`src/hdl/imu_ssgb_pkg.sv`:
```
// imu_ssgb_pkg: types and constants for the imu sample scale and gyro bias block
// used by imu_ssgb_div and imu_sample_scale_gyro_bias; no dependencies
`timescale 1ns / 1ps

package imu_ssgb_pkg;

    localparam int DIV_W        = 40;
    localparam int DEN_W        = 16;
    localparam int ITER_W       = 6;
    localparam int NARROW_ITERS = 25;
    localparam int NUM_W        = DIV_W + 1;

    localparam logic [1:0] CMD_MEASURE = 2'd0;
    localparam logic [1:0] CMD_CALIB   = 2'd1;
    localparam logic [1:0] CMD_BEGIN   = 2'd2;

    localparam logic [2:0] OP_BIAS_X = 3'd0;
    localparam logic [2:0] OP_BIAS_Z = 3'd2;
    localparam logic [2:0] OP_RATE_X = 3'd3;
    localparam logic [2:0] OP_TEMP   = 3'd6;

    localparam logic [15:0] CALIB_SAMPLES_RESET = 16'd100;
    localparam logic [15:0] RATE_DEN            = 16'd131;
    localparam logic [15:0] TEMP_DEN            = 16'd17;
    localparam logic [14:0] TEMP_OFFSET         = 15'd3653;

    typedef enum logic [1:0] {
        ST_IDLE,
        ST_DIV_START,
        ST_DIV_WAIT,
        ST_EMIT
    } state_t;

    typedef struct packed {
        logic start;
        logic wide;
    } div_req_t;

endpackage

```
`src/hdl/imu_ssgb_div.sv`:
```
// imu_ssgb_div: shared restoring divider, one quotient bit per cycle
// 40 steps in wide mode, 25 in narrow mode; uses imu_ssgb_pkg
`timescale 1ns / 1ps

module imu_ssgb_div
(
    input  logic                              clk,
    input  logic                              rst_n,
    input  imu_ssgb_pkg::div_req_t            req,
    input  logic [imu_ssgb_pkg::DIV_W-1:0]    num,
    input  logic [imu_ssgb_pkg::DEN_W-1:0]    den,
    output logic                              done,
    output logic [imu_ssgb_pkg::DIV_W-1:0]    quo
);

    logic                              busy_reg;
    logic                              done_reg;
    logic [imu_ssgb_pkg::ITER_W-1:0]   cnt_reg;
    logic [imu_ssgb_pkg::DEN_W-1:0]    rem_reg;
    logic [imu_ssgb_pkg::DIV_W-1:0]    quo_reg;

    logic [imu_ssgb_pkg::DEN_W:0]      shifted;
    logic [imu_ssgb_pkg::DEN_W:0]      diff;
    logic                              ge;

    always_comb
    begin
        shifted = {rem_reg, quo_reg[imu_ssgb_pkg::DIV_W-1]};
        diff    = shifted - {1'b0, den};
        ge      = (shifted >= {1'b0, den});
    end

    always_ff @(posedge clk or negedge rst_n)
    begin
        if (!rst_n)
        begin
            busy_reg <= 1'b0;
            done_reg <= 1'b0;
            cnt_reg  <= '0;
        end
        else
        begin
            done_reg <= 1'b0;
            if (req.start)
            begin
                busy_reg <= 1'b1;
                cnt_reg  <= req.wide ? imu_ssgb_pkg::ITER_W'(imu_ssgb_pkg::DIV_W)
                                     : imu_ssgb_pkg::ITER_W'(imu_ssgb_pkg::NARROW_ITERS);
            end
            else if (busy_reg)
            begin
                cnt_reg <= cnt_reg - 1'b1;
                if (cnt_reg == imu_ssgb_pkg::ITER_W'(1))
                begin
                    busy_reg <= 1'b0;
                    done_reg <= 1'b1;
                end
            end
        end
    end

    // datapath, no reset
    always_ff @(posedge clk)
    begin
        if (req.start)
        begin
            rem_reg <= '0;
            quo_reg <= req.wide ? num
                                : (num << (imu_ssgb_pkg::DIV_W - imu_ssgb_pkg::NARROW_ITERS));
        end
        else if (busy_reg)
        begin
            rem_reg <= ge ? diff[imu_ssgb_pkg::DEN_W-1:0] : shifted[imu_ssgb_pkg::DEN_W-1:0];
            quo_reg <= {quo_reg[imu_ssgb_pkg::DIV_W-2:0], ge};
        end
    end

    assign done = done_reg;
    assign quo  = quo_reg;

endmodule

```
`src/hdl/imu_sample_scale_gyro_bias.sv`:
```
// imu_sample_scale_gyro_bias: top level, frame scaling and gyro bias calibration
// sequencer around one shared divider; uses imu_ssgb_pkg and imu_ssgb_div
//
//   channel   dir  signals                      content
//   s_axis    in   tdata[111:0], tuser[1:0]     seven raw samples, command
//   m_axis    out  tdata[119:0], tuser[0:0]     scaled frame, calib done flag
//   cfg       in   cfg_we, cfg_wdata[15:0]      calib_samples register
//
// a measure or begin beat runs four 25-step divisions, then the emit and idle states
// a beat that completes a calibration adds three 40-step divisions
// s_axis_tready is high only while the sequencer is idle
// a finished result sits in the output register; the next beat may be taken meanwhile
// emit waits while an earlier result is still held by m_axis_tready low
// rst_n clears bias, sums, count and the register to 100; no clearing pass
`timescale 1ns / 1ps

module imu_sample_scale_gyro_bias
(
    input  logic          clk,
    input  logic          rst_n,
    input  logic          s_axis_tvalid,
    output logic          s_axis_tready,
    // accel_x_raw, accel_y_raw, accel_z_raw, temp_raw_in, gyro_x_raw, gyro_y_raw, gyro_z_raw
    input  logic [111:0]  s_axis_tdata,
    // cmd
    input  logic [1:0]    s_axis_tuser,
    output logic          m_axis_tvalid,
    input  logic          m_axis_tready,
    // accel_x_q12, accel_y_q12, accel_z_q12, rate_x, rate_y, rate_z, temp_centi_c, zero pad
    output logic [119:0]  m_axis_tdata,
    // calib_done
    output logic [0:0]    m_axis_tuser,
    input  logic          cfg_we,
    input  logic [15:0]   cfg_wdata
);

    imu_ssgb_pkg::state_t state_reg, state_next;
    logic [2:0]           op_reg, op_next;

    logic [15:0]          calib_samples_reg;
    logic signed [31:0]   sum_reg  [3];
    logic signed [23:0]   bias_reg [3];
    logic [15:0]          count_reg;
    logic                 done_flag_reg;
    logic                 neg_reg;

    logic signed [15:0]   accel_reg [3];
    logic signed [15:0]   gyro_reg  [3];
    logic signed [15:0]   temp_raw_reg;
    logic signed [17:0]   rate_reg  [3];
    logic signed [14:0]   temp_reg;

    logic                 m_valid_reg;
    logic [119:0]         m_data_reg;
    logic                 m_user_reg;

    logic                 accept;
    logic [1:0]           cmd;
    logic signed [15:0]   gyro_in [3];
    logic [15:0]          count_inc;
    logic [15:0]          target;
    logic                 complete;

    logic [1:0]           axis;
    logic                 is_bias;
    logic signed [imu_ssgb_pkg::NUM_W-1:0] num_s;
    logic [imu_ssgb_pkg::NUM_W-1:0]        mag;
    logic [imu_ssgb_pkg::DEN_W-1:0]        den;
    logic [imu_ssgb_pkg::DIV_W-1:0]        div_num;
    imu_ssgb_pkg::div_req_t                div_req;
    logic                                  div_done;
    logic [imu_ssgb_pkg::DIV_W-1:0]        div_quo;
    logic [imu_ssgb_pkg::DIV_W-1:0]        res;
    logic                                  out_load;

    imu_ssgb_div u_div
    (
        .clk   (clk),
        .rst_n (rst_n),
        .req   (div_req),
        .num   (div_num),
        .den   (den),
        .done  (div_done),
        .quo   (div_quo)
    );

    assign s_axis_tready = (state_reg == imu_ssgb_pkg::ST_IDLE);
    assign accept        = s_axis_tvalid && s_axis_tready;
    assign cmd           = s_axis_tuser;
    assign gyro_in[0]    = s_axis_tdata[79:64];
    assign gyro_in[1]    = s_axis_tdata[95:80];
    assign gyro_in[2]    = s_axis_tdata[111:96];

    // calibration count and completion
    always_comb
    begin
        count_inc = (count_reg != 16'hFFFF) ? count_reg + 16'd1 : count_reg;
        target    = (calib_samples_reg == 16'd0) ? 16'd1 : calib_samples_reg;
        complete  = (cmd == imu_ssgb_pkg::CMD_CALIB) && (count_inc >= target);
    end

    // divider operand selection
    always_comb
    begin
        is_bias = (op_reg <= imu_ssgb_pkg::OP_BIAS_Z);
        axis    = is_bias ? op_reg[1:0] : 2'(op_reg - imu_ssgb_pkg::OP_RATE_X);
        if (is_bias)
        begin
            num_s = $signed({sum_reg[axis][31], sum_reg[axis], 8'd0});
            den   = count_reg;
        end
        else if (op_reg == imu_ssgb_pkg::OP_TEMP)
        begin
            num_s = ($signed({{25{temp_raw_reg[15]}}, temp_raw_reg}) <<< 2)
                  + $signed({{25{temp_raw_reg[15]}}, temp_raw_reg});
            den   = imu_ssgb_pkg::TEMP_DEN;
        end
        else
        begin
            num_s = $signed({{17{gyro_reg[axis][15]}}, gyro_reg[axis], 8'd0})
                  - $signed({{17{bias_reg[axis][23]}}, bias_reg[axis]});
            den   = imu_ssgb_pkg::RATE_DEN;
        end
        mag     = num_s[imu_ssgb_pkg::NUM_W-1] ? (~num_s + 1'b1) : num_s;
        // round half away from zero
        div_num = mag[imu_ssgb_pkg::DIV_W-1:0]
                + {{(imu_ssgb_pkg::DIV_W-imu_ssgb_pkg::DEN_W){1'b0}}, (den >> 1)};
        res     = neg_reg ? (~div_quo + 1'b1) : div_quo;
    end

    // sequencer
    always_comb
    begin
        state_next    = state_reg;
        op_next       = op_reg;
        div_req.start = 1'b0;
        div_req.wide  = is_bias;
        out_load      = 1'b0;
        case (state_reg)
            imu_ssgb_pkg::ST_IDLE:
            begin
                if (accept)
                begin
                    state_next = imu_ssgb_pkg::ST_DIV_START;
                    op_next    = complete ? imu_ssgb_pkg::OP_BIAS_X : imu_ssgb_pkg::OP_RATE_X;
                end
            end
            imu_ssgb_pkg::ST_DIV_START:
            begin
                div_req.start = 1'b1;
                state_next    = imu_ssgb_pkg::ST_DIV_WAIT;
            end
            imu_ssgb_pkg::ST_DIV_WAIT:
            begin
                if (div_done)
                begin
                    if (op_reg == imu_ssgb_pkg::OP_TEMP)
                    begin
                        state_next = imu_ssgb_pkg::ST_EMIT;
                    end
                    else
                    begin
                        op_next    = op_reg + 3'd1;
                        state_next = imu_ssgb_pkg::ST_DIV_START;
                    end
                end
            end
            imu_ssgb_pkg::ST_EMIT:
            begin
                if (!m_valid_reg || m_axis_tready)
                begin
                    out_load   = 1'b1;
                    state_next = imu_ssgb_pkg::ST_IDLE;
                end
            end
            default:
            begin
                state_next = imu_ssgb_pkg::ST_IDLE;
            end
        endcase
    end

    always_ff @(posedge clk or negedge rst_n)
    begin
        if (!rst_n)
        begin
            state_reg <= imu_ssgb_pkg::ST_IDLE;
            op_reg    <= imu_ssgb_pkg::OP_RATE_X;
        end
        else
        begin
            state_reg <= state_next;
            op_reg    <= op_next;
        end
    end

    // calibration state
    always_ff @(posedge clk or negedge rst_n)
    begin
        if (!rst_n)
        begin
            calib_samples_reg <= imu_ssgb_pkg::CALIB_SAMPLES_RESET;
            count_reg         <= '0;
            done_flag_reg     <= 1'b0;
            for (int i = 0; i < 3; i++)
            begin
                sum_reg[i]  <= '0;
                bias_reg[i] <= '0;
            end
        end
        else
        begin
            if (cfg_we)
            begin
                calib_samples_reg <= cfg_wdata;
            end
            if (accept)
            begin
                done_flag_reg <= complete;
                if (cmd == imu_ssgb_pkg::CMD_BEGIN)
                begin
                    count_reg <= '0;
                    for (int i = 0; i < 3; i++)
                    begin
                        sum_reg[i]  <= '0;
                        bias_reg[i] <= '0;
                    end
                end
                else if (cmd == imu_ssgb_pkg::CMD_CALIB)
                begin
                    count_reg <= count_inc;
                    for (int i = 0; i < 3; i++)
                    begin
                        sum_reg[i] <= sum_reg[i] + 32'(gyro_in[i]);
                    end
                end
            end
            else if (state_reg == imu_ssgb_pkg::ST_DIV_WAIT && div_done && is_bias)
            begin
                bias_reg[axis] <= res[23:0];
                if (op_reg == imu_ssgb_pkg::OP_BIAS_Z)
                begin
                    count_reg <= '0;
                    for (int i = 0; i < 3; i++)
                    begin
                        sum_reg[i] <= '0;
                    end
                end
            end
        end
    end

    // frame capture and results, no reset
    always_ff @(posedge clk)
    begin
        if (accept)
        begin
            accel_reg[0] <= s_axis_tdata[15:0];
            accel_reg[1] <= s_axis_tdata[31:16];
            accel_reg[2] <= s_axis_tdata[47:32];
            temp_raw_reg <= s_axis_tdata[63:48];
            for (int i = 0; i < 3; i++)
            begin
                gyro_reg[i] <= gyro_in[i];
            end
        end
        if (div_req.start)
        begin
            neg_reg <= num_s[imu_ssgb_pkg::NUM_W-1];
        end
        if (state_reg == imu_ssgb_pkg::ST_DIV_WAIT && div_done && !is_bias)
        begin
            if (op_reg == imu_ssgb_pkg::OP_TEMP)
            begin
                temp_reg <= res[14:0] + imu_ssgb_pkg::TEMP_OFFSET;
            end
            else
            begin
                rate_reg[axis] <= res[17:0];
            end
        end
        if (out_load)
        begin
            m_data_reg <= {3'd0, temp_reg, rate_reg[2], rate_reg[1], rate_reg[0],
                           accel_reg[2], accel_reg[1], accel_reg[0]};
            m_user_reg <= done_flag_reg;
        end
    end

    // output register
    always_ff @(posedge clk or negedge rst_n)
    begin
        if (!rst_n)
        begin
            m_valid_reg <= 1'b0;
        end
        else if (out_load)
        begin
            m_valid_reg <= 1'b1;
        end
        else if (m_axis_tready)
        begin
            m_valid_reg <= 1'b0;
        end
    end

    assign m_axis_tvalid   = m_valid_reg;
    assign m_axis_tdata    = m_data_reg;
    assign m_axis_tuser[0] = m_user_reg;

endmodule
```
`config.mk`:
```
export PLATFORM = sky130hd
export DESIGN_NAME = imu_sample_scale_gyro_bias
export DESIGN_NICKNAME = d
export VERILOG_FILES = /design/src/hdl/imu_ssgb_pkg.sv /design/src/hdl/imu_ssgb_div.sv /design/src/hdl/imu_sample_scale_gyro_bias.sv
export SDC_FILE = /design/constraint.sdc
export NUM_CORES = 1
export LEC_CHECK = 0
export ABC_AREA = 1
export BUFFER_PORTS_ARGS = -buffer_cell sky130_fd_sc_hd__buf_2
export CORE_MARGIN = 2
export CORE_UTILIZATION = 45
export CTS_CLUSTER_DIAMETER = 40
export DETAILED_ROUTE_END_ITERATION = 8
export HOLD_SLACK_MARGIN = 0.1
export PLACE_DENSITY = 0.62
export RECOVER_POWER = 25
export REMOVE_ABC_BUFFERS = 1
export SYNTH_ARGS = -nofsm -noshare
export SYNTH_HDL_FRONTEND = slang
export SYNTH_SLANG_ARGS = --single-unit
```
`constraint.sdc`:
```
create_clock -name clk -period 9.1 [get_ports clk]
set_input_delay 1.82 -clock clk [delete_from_list [all_inputs] [get_ports clk]]
set_output_delay 1.82 -clock clk [all_outputs]
set_load 0.05 [all_outputs]
```
==> summary.md, run 1 <==
| Metric | Value |
|---|---|
| Status | `finished with violations` |
| Failing checks | `max-capacitance violations, max-slew violations` |
| Fillers | `6655` |
| Final WL | `93700 um` |
| Die ar. | `0.0747 mm^2` |
| RSZ-0062 raised after global routing | `no` |
| Worst path slowest cell | `dfstp_2` |
| Share of layout cells above drive strength 1 | `13.6%` |
| Die extent in x | `273 um` |
| Top_reg_cell synth | `edfxtp_1` |
| GRT overflow | `0` |
| Post-route clock skew | `0.0572 ns` |
| Drt pass-1 iters | `5` |
| Number of setup buffers added after CTS | `0` |
| Setup total negative slack | `0 ns` |
| Mapped cell area | `between 0.03 and 0.04 mm^2` |
| Post-route DRC | `0` |
| Reg-to-reg endpoint | `u_div.quo[27]` |
| CTS H-Tree Depth | `3` |
| CTS root buf | `clkbuf_16` |
| R2R setup slack | `0.96 ns` |
| Area Overhead vs Synth | `17.4%` |
| Hpwl dp | `68900 um` |
| Initial core utilization | `45.6%` |
| Crit Path Max Fanout | `44` |
| #FFs+latches synth | `571` |
| Max clock buf depth | `3` |
| # clock sinks | `approximately 570` |
| Ant diodes | `0` |
| Total core area | `0.0716 mm^2` |
| Hold WC Path Type | `reg -> reg` |
| Min-Delay Endpoint | `m_axis_tdata[57]` |
| First-pass GRT wire length | `about 150000 um` |
| Vias in the first global route | `between 20000 and 30000` |
| Max Transition Viols Final | `120` |
| RePlAce Congestion | `0.959` |
| Least-Margin Pin Slew | `4.41 ns` |
| # hold bufs at CTS | `0` |
| Final hold viol count | `0` |
| Clk_lat worst skew | `0.67 ns` |
| Largest register FFs | `117` |
| Max_slew headroom | `-194%` |
| FF-to-FF Start | `op_reg[0]` |
| Syn_area_per_cell | `about 8.7 um^2` |
| Critical Path Max Stage Delay | `0.57 ns` |
| Num CTS Buffers | `99` |
| DRT antenna net count | `0` |
| Post-CTS Resized | `0` |
| Post-synthesis cell count | `3736` |
| Most common cell after layout, fill and taps aside | `nand2_1` |
| WL/cell | `18.5 um` |
| Hold path cells | `0` |
| Cell variety after synth | `64` |
| CP Capture Type | `register` |
| Post-synthesis sequential area ratio | `48.8%` |
| Period utilization | `slightly below 90%` |
| Most frequent cell on the critical path | `nand2_1` |
| EDFF count, synth | `340` |
| CP Class | `reg -> reg` |
| Max Cap Viol | `2` |
| Most frequent cells in the layout | `nand2_1 (847), inv_1 (481), edfxtp_1 (340)` |
| Worst-path clk slew | `roughly 0.060 ns` |
| Arr. time, crit path | `8.47 ns` |
| Reg2reg path depth | `48` |
| Die span in y | `about 270 um` |
| PortBufs | `254` |
| Fmax | `roughly 0.12 GHz` |
| Row count | `98` |
| YS warnings | `0` |
| # IOs | `approximately 260` |
| Global Route Usage Sum | `between 20 and 30%` |
| Initial antenna violation count | `3` |
| # setup viols final | `0` |
| DRT iter0 DRCs | `2195` |
| Vias/cell | `5.39` |
| Largest net degree at the start of global routing | `76` |
| CP Launch Type | `register` |
| Nets | `4349` |
| Async SR Flop Fraction | `37.7%` |
| HP Start | `rate_reg[0][9]` |
| DR vias | `27300` |
| Req. time, crit path | `9.44 ns` |
| Min Tclk post-route | `8.14 ns` |
| CTS tree | `done` |
[area by class of cell]
type	count	area [um^2]	share of cell area [%]
Clock buffer	113	2570	6.71
Clock inverter	74	847	2.21
Inverter	501	1890	4.93
Multi-Input combinational cell	2564	14400	37.6
Sequential cell	571	15900	41.5
Tap cell	950	1190	3.10
Timing Repair Buffer	291	1480	3.87
[cells by family after synthesis]
group | synth area share, %
xor gates and xnor gates | 2.68
and+or+nand+nor | 20.9
muxes | 0.0345
adders and majority gates | 7.27
DFF | 48.8
buffers and inverters | 7.17
other | 0.0115
AOI/OAI and AO/OA | 13.1
[critical path: cells and delay by family (launching register included)]
kind / cells / cell delay (ns)
and+or+nand+nor: 23 / 2.49
AOI/OAI and AO/OA: 12 / 2.28
buffers and inverters: 8 / 1.19
adders and majority gates: 3 / 0.94
DFF: 1 / 0.57
xor gates and xnor gates: 2 / 0.34
[metal layers]
| layer | track usage (%) | wire, um | vias to the layer above |
|---|---|---|---|
| met3 | 4.71 | 6940 | 166 |
| met4 | 9.97 | 3280 | 6 |
| met5 | 0 | 38 | - |
| li1 | - | - | 13400 |
| met2 | 39.5 | 41800 | 934 |
| met1 | 34.3 | 41700 | 12800 |
[metrics by stage]
step | utilization, % | cells | setup WS, ns | instance area [um^2] | hold WS [ns]
2_1_floorplan | - | 3636 | 0.0220 | 32200 | 0.400
3_3_place_gp | 48.8 | 4877 | 1.37 | 35000 | 0.400
3_5_place_dp | 48.8 | 4877 | 1.19 | 35000 | 0.405
4_1_cts | 53.6 | 5064 | 1.09 | 38400 | 0.413
5_1_grt | 53.5 | 5064 | 0.0752 | 38300 | 0.413
6_report | 53.5 | 5064 | 0.963 | 38300 | 0.406
[cell usage after synthesis, types with 7 or more instances]
| cell | instances | area, um^2 |
|---|---|---|
| buf_1 | 9 | 33.8 |
| a21boi_0 | 10 | 75.1 |
| a21oi_1 | 211 | 1060 |
| nand2_4 | 7 | 78.8 |
| o21bai_1 | 9 | 67.6 |
| nand3_1 | 211 | 1060 |
| nand3_2 | 22 | 220 |
| o21ai_0 | 234 | 1170 |
| clkbuf_1 | 73 | 274 |
| inv_2 | 10 | 37.5 |
| a32o_1 | 7 | 70.1 |
| nand2_2 | 31 | 194 |
| nor2_1 | 277 | 1040 |
| nand2_1 | 847 | 3180 |
| o21a_1 | 11 | 82.6 |
| xnor2_1 | 32 | 280 |
| o221ai_1 | 35 | 307 |
| edfxtp_1 | 340 | 10200 |
| nand3b_1 | 17 | 128 |
| nor2_2 | 21 | 131 |
| ha_1 | 180 | 2250 |
| dfxtp_1 | 16 | 320 |
| buf_2 | 9 | 45.0 |
| o31ai_1 | 7 | 52.6 |
| nor2_4 | 15 | 169 |
| o211ai_1 | 16 | 120 |
| a31oi_1 | 9 | 56.3 |
| dfrtp_1 | 210 | 5260 |
| o22ai_1 | 152 | 951 |
| or2_2 | 8 | 50.1 |
| nor3_1 | 37 | 185 |
| inv_1 | 484 | 1820 |
| nand4_1 | 28 | 175 |
| xor2_1 | 68 | 596 |
[worst max-delay path by stage]
stage	from	slack, ns	end	cells past startpoint
final	op_reg[0]	0.96	u_div.quo[27]	48
after global routing	op_reg[0]	0.08	u_div.quo[36]	48
after CTS	op_reg[0]	1.09	u_div.quo[27]	48
after detailed placement	op_reg[0]	1.19	u_div.quo[35]	49
after global placement	op_reg[0]	1.37	u_div.quo[35]	49
after floorplan	op_reg[0]	0.02	u_div.quo[29]	49
Power of run 1 is left out: the tool's default activity adds up to more than one toggle a clock period on the data nets, which glitch-free logic cannot reach.
==> run 2: changes to the inputs <==
CORE_MARGIN = 8   (was 2)
==> run 2 against run 1 <==
Compared with the run above:
- the flow still finishes with violations (max-capacitance violations, max-slew violations)
- first-iteration DRC count grew 9.3%
- hold slack lost 0.012 ns
- flip-flop and latch count did not move
- final area about the same
- non-clock buffer count decreased by 2
- worst setup slack lost 0.14 ns
- global-route usage shrank 2.5 points
- clock skew increased by 0.0018 ns
- final cell count is 0.12% lower
- sequential share of layout area hardly changed
==> summary.md, run 2 (synthesized netlist as in run 1, its figures left out) <==
| Metric | Value |
|---|---|
| Status | `finished with violations` |
| Failing checks | `max-capacitance violations, max-slew violations` |
| Num CTS Buffers | `96 (-3.0%)` |
| Period utilization | `91.0% (+1.6 points)` |
| # IOs | `258 (unchanged)` |
| Nets | `4344 (-0.11%)` |
| Least-Margin Pin Slew | `6.06 ns (+1.65 ns)` |
| CTS H-Tree Depth | `3 (unchanged)` |
| Area occupied by multi-input gates | `0.0144 mm^2 (about the same)` |
| DR vias | `27200 (-0.56%)` |
| Fmax | `0.121 GHz (-1.7%)` |
| Critical Path Max Stage Delay | `0.57 ns (about the same)` |
| CP Class | `reg -> reg` |
| Vias/cell | `5.37 (-0.44%)` |
| Area Overhead vs Synth | `17.5% (about the same)` |
| Row count | `98 (unchanged)` |
| DRT antenna net count | `0 (unchanged)` |
| Largest register FFs | `117 (unchanged)` |
| Final hold viol count | `0 (unchanged)` |
| Die span in y | `285 um (+4.4%)` |
| Crit Path Max Fanout | `24 (-45%)` |
| Worst slack at placement | `1.05 ns (-0.142 ns)` |
| Min Tclk post-route | `8.28 ns (+0.142 ns)` |
| Max_slew headroom | `-304% (-110 points)` |
| Max Cap Viol | `2 (unchanged)` |
| Clk_lat worst skew | `0.68 ns (about the same)` |
| # hold bufs at CTS | `0 (unchanged)` |
| Drt pass-1 iters | `5 (unchanged)` |
| Register area | `0.0159 mm^2 (unchanged)` |
| Vias in the first global route | `26300 (+0.31%)` |
| CP Capture Type | `register` |
| Final WL | `95000 um (+1.3%)` |
| PortBufs | `254 (unchanged)` |
| Most common cell after layout, fill and taps aside | `nand2_1` |
| Met3 WL | `6960 um (+0.35%)` |
| Hpwl dp | `70200 um (+1.9%)` |
| Post-route DRC | `0 (unchanged)` |
| RePlAce Congestion | `0.981 (+2.4%)` |
| WL met2 | `43700 um (+4.5%)` |
| Top routing layer in use | `met4` |
| M1 WL | `41800 um (+0.23%)` |
| Fillers | `6599 (-0.84%)` |
| CP Launch Type | `register` |
| # setup viols final | `0 (unchanged)` |
| CTS tree | `done` |
| Number of setup buffers added after CTS | `0 (unchanged)` |
| First-pass GRT wire length | `148000 um (+0.51%)` |
| Largest net degree at the start of global routing | `113 (+49%)` |
| RSZ-0062 raised after global routing | `no` |
| CTS root buf | `clkbuf_16` |
| Setup WS post-layout | `0.821 ns (-0.142 ns)` |
| Post-CTS Resized | `0 (unchanged)` |
| Most frequent cells in the layout | `nand2_1 (847), inv_1 (481), edfxtp_1 (340)` |
| WL/cell | `18.8 um (+1.5%)` |
| Initial antenna violation count | `2 (-1)` |
| GRT overflow | `0 (unchanged)` |
| # clock sinks | `571 (unchanged)` |
| Share of layout cells above drive strength 1 | `13.4% (-0.22 points)` |
| Hold WC Path Type | `reg -> reg` |
| Arr. time, crit path | `8.66 ns (+0.19 ns)` |
| Req. time, crit path | `9.48 ns (+0.04 ns)` |
| Initial core utilization | `45.6% (unchanged)` |
| Max clock buf depth | `3 (unchanged)` |
| Max Transition Viols Final | `151 (+26%)` |
| Setup total negative slack | `0 ns (unchanged)` |
| Most frequent cell on the critical path | `nand2_1` |
| DRT iter0 DRCs | `2400 (+9.3%)` |
| Post-route clock skew | `0.0589 ns (+0.00176 ns)` |
| Global Route Usage Sum | `22.6% (-2.5 points)` |
| Die extent in x | `285 um (+4.4%)` |
| Worst-path clk slew | `0.06 ns (about the same)` |
| Total core area | `0.0716 mm^2 (unchanged)` |
| Worst path slowest cell | `dfstp_2` |
| Die ar. | `0.0814 mm^2 (+9.0%)` |
-- run 2: cell count changes in the layout (fill, tap and decap cells not counted), sizes merged --
cell	previous run	this run
inv	520	513
bufinv	6	11
buf	240	236
clkinvlp	14	11
diode	0	2
clkinv	35	36
-- run 2: path summary, 6_finish.rpt --
path                              from           endpoint  slack [ns]  depth (start not counted)
hold / removal             temp_reg[0]  m_axis_tdata[102]        0.39                          0
setup / recovery             op_reg[0]      u_div.quo[35]        0.82                         47
max in group asynchronous        rst_n        sum_reg[78]        2.25                          1
min in group asynchronous        rst_n       count_reg[2]        3.41                          1
setup reg to reg             op_reg[0]      u_div.quo[35]        0.82                         47
hold reg to reg            temp_reg[0]  m_axis_tdata[102]        0.39                          0
-- run 2: metal layers --
layer  GRT usage, %  up-vias
met4           7.10        0
met3           4.22      149
li1               -    13300
met5              0        -
met2           36.7      904
met1           30.6    12800
-- run 2: worst max-delay path: cells and delay by family, from the launching register on --
family	cells	cell delay, ns
XOR/XNOR	1	0.28
AND/OR/NAND/NOR	24	2.85
adder cells (fa/ha/maj)	3	1.07
flip-flops	1	0.57
AO/OA/AOI/OAI	13	2.40
buffers and inverters	6	0.78
-- run 2: area by class of cell --
class | instances | area share, %
flip-flops and latches | 571 | 41.5
multi-input cells | 2564 | 37.6
clock buffers | 111 | 6.57
inverters | 501 | 4.93
repair buffers | 289 | 3.85
well taps | 950 | 3.10
clock inverters | 70 | 2.45
diodes | 2 | 0.0131
-- run 2: metrics by stage --
step | hold WS (ns) | area [um^2] | util, % | instances
4_1_cts | 0.382 | 38400 | 53.7 | 5056
3_3_place_gp | 0.400 | 35000 | 48.8 | 4875
3_5_place_dp | 0.405 | 35000 | 48.8 | 4875
6_report | 0.394 | 38300 | 53.5 | 5058
2_1_floorplan | 0.400 | 32200 | - | 3636
5_1_grt | 0.382 | 38300 | 53.5 | 5056
Power of run 2 is left out for the same reason.
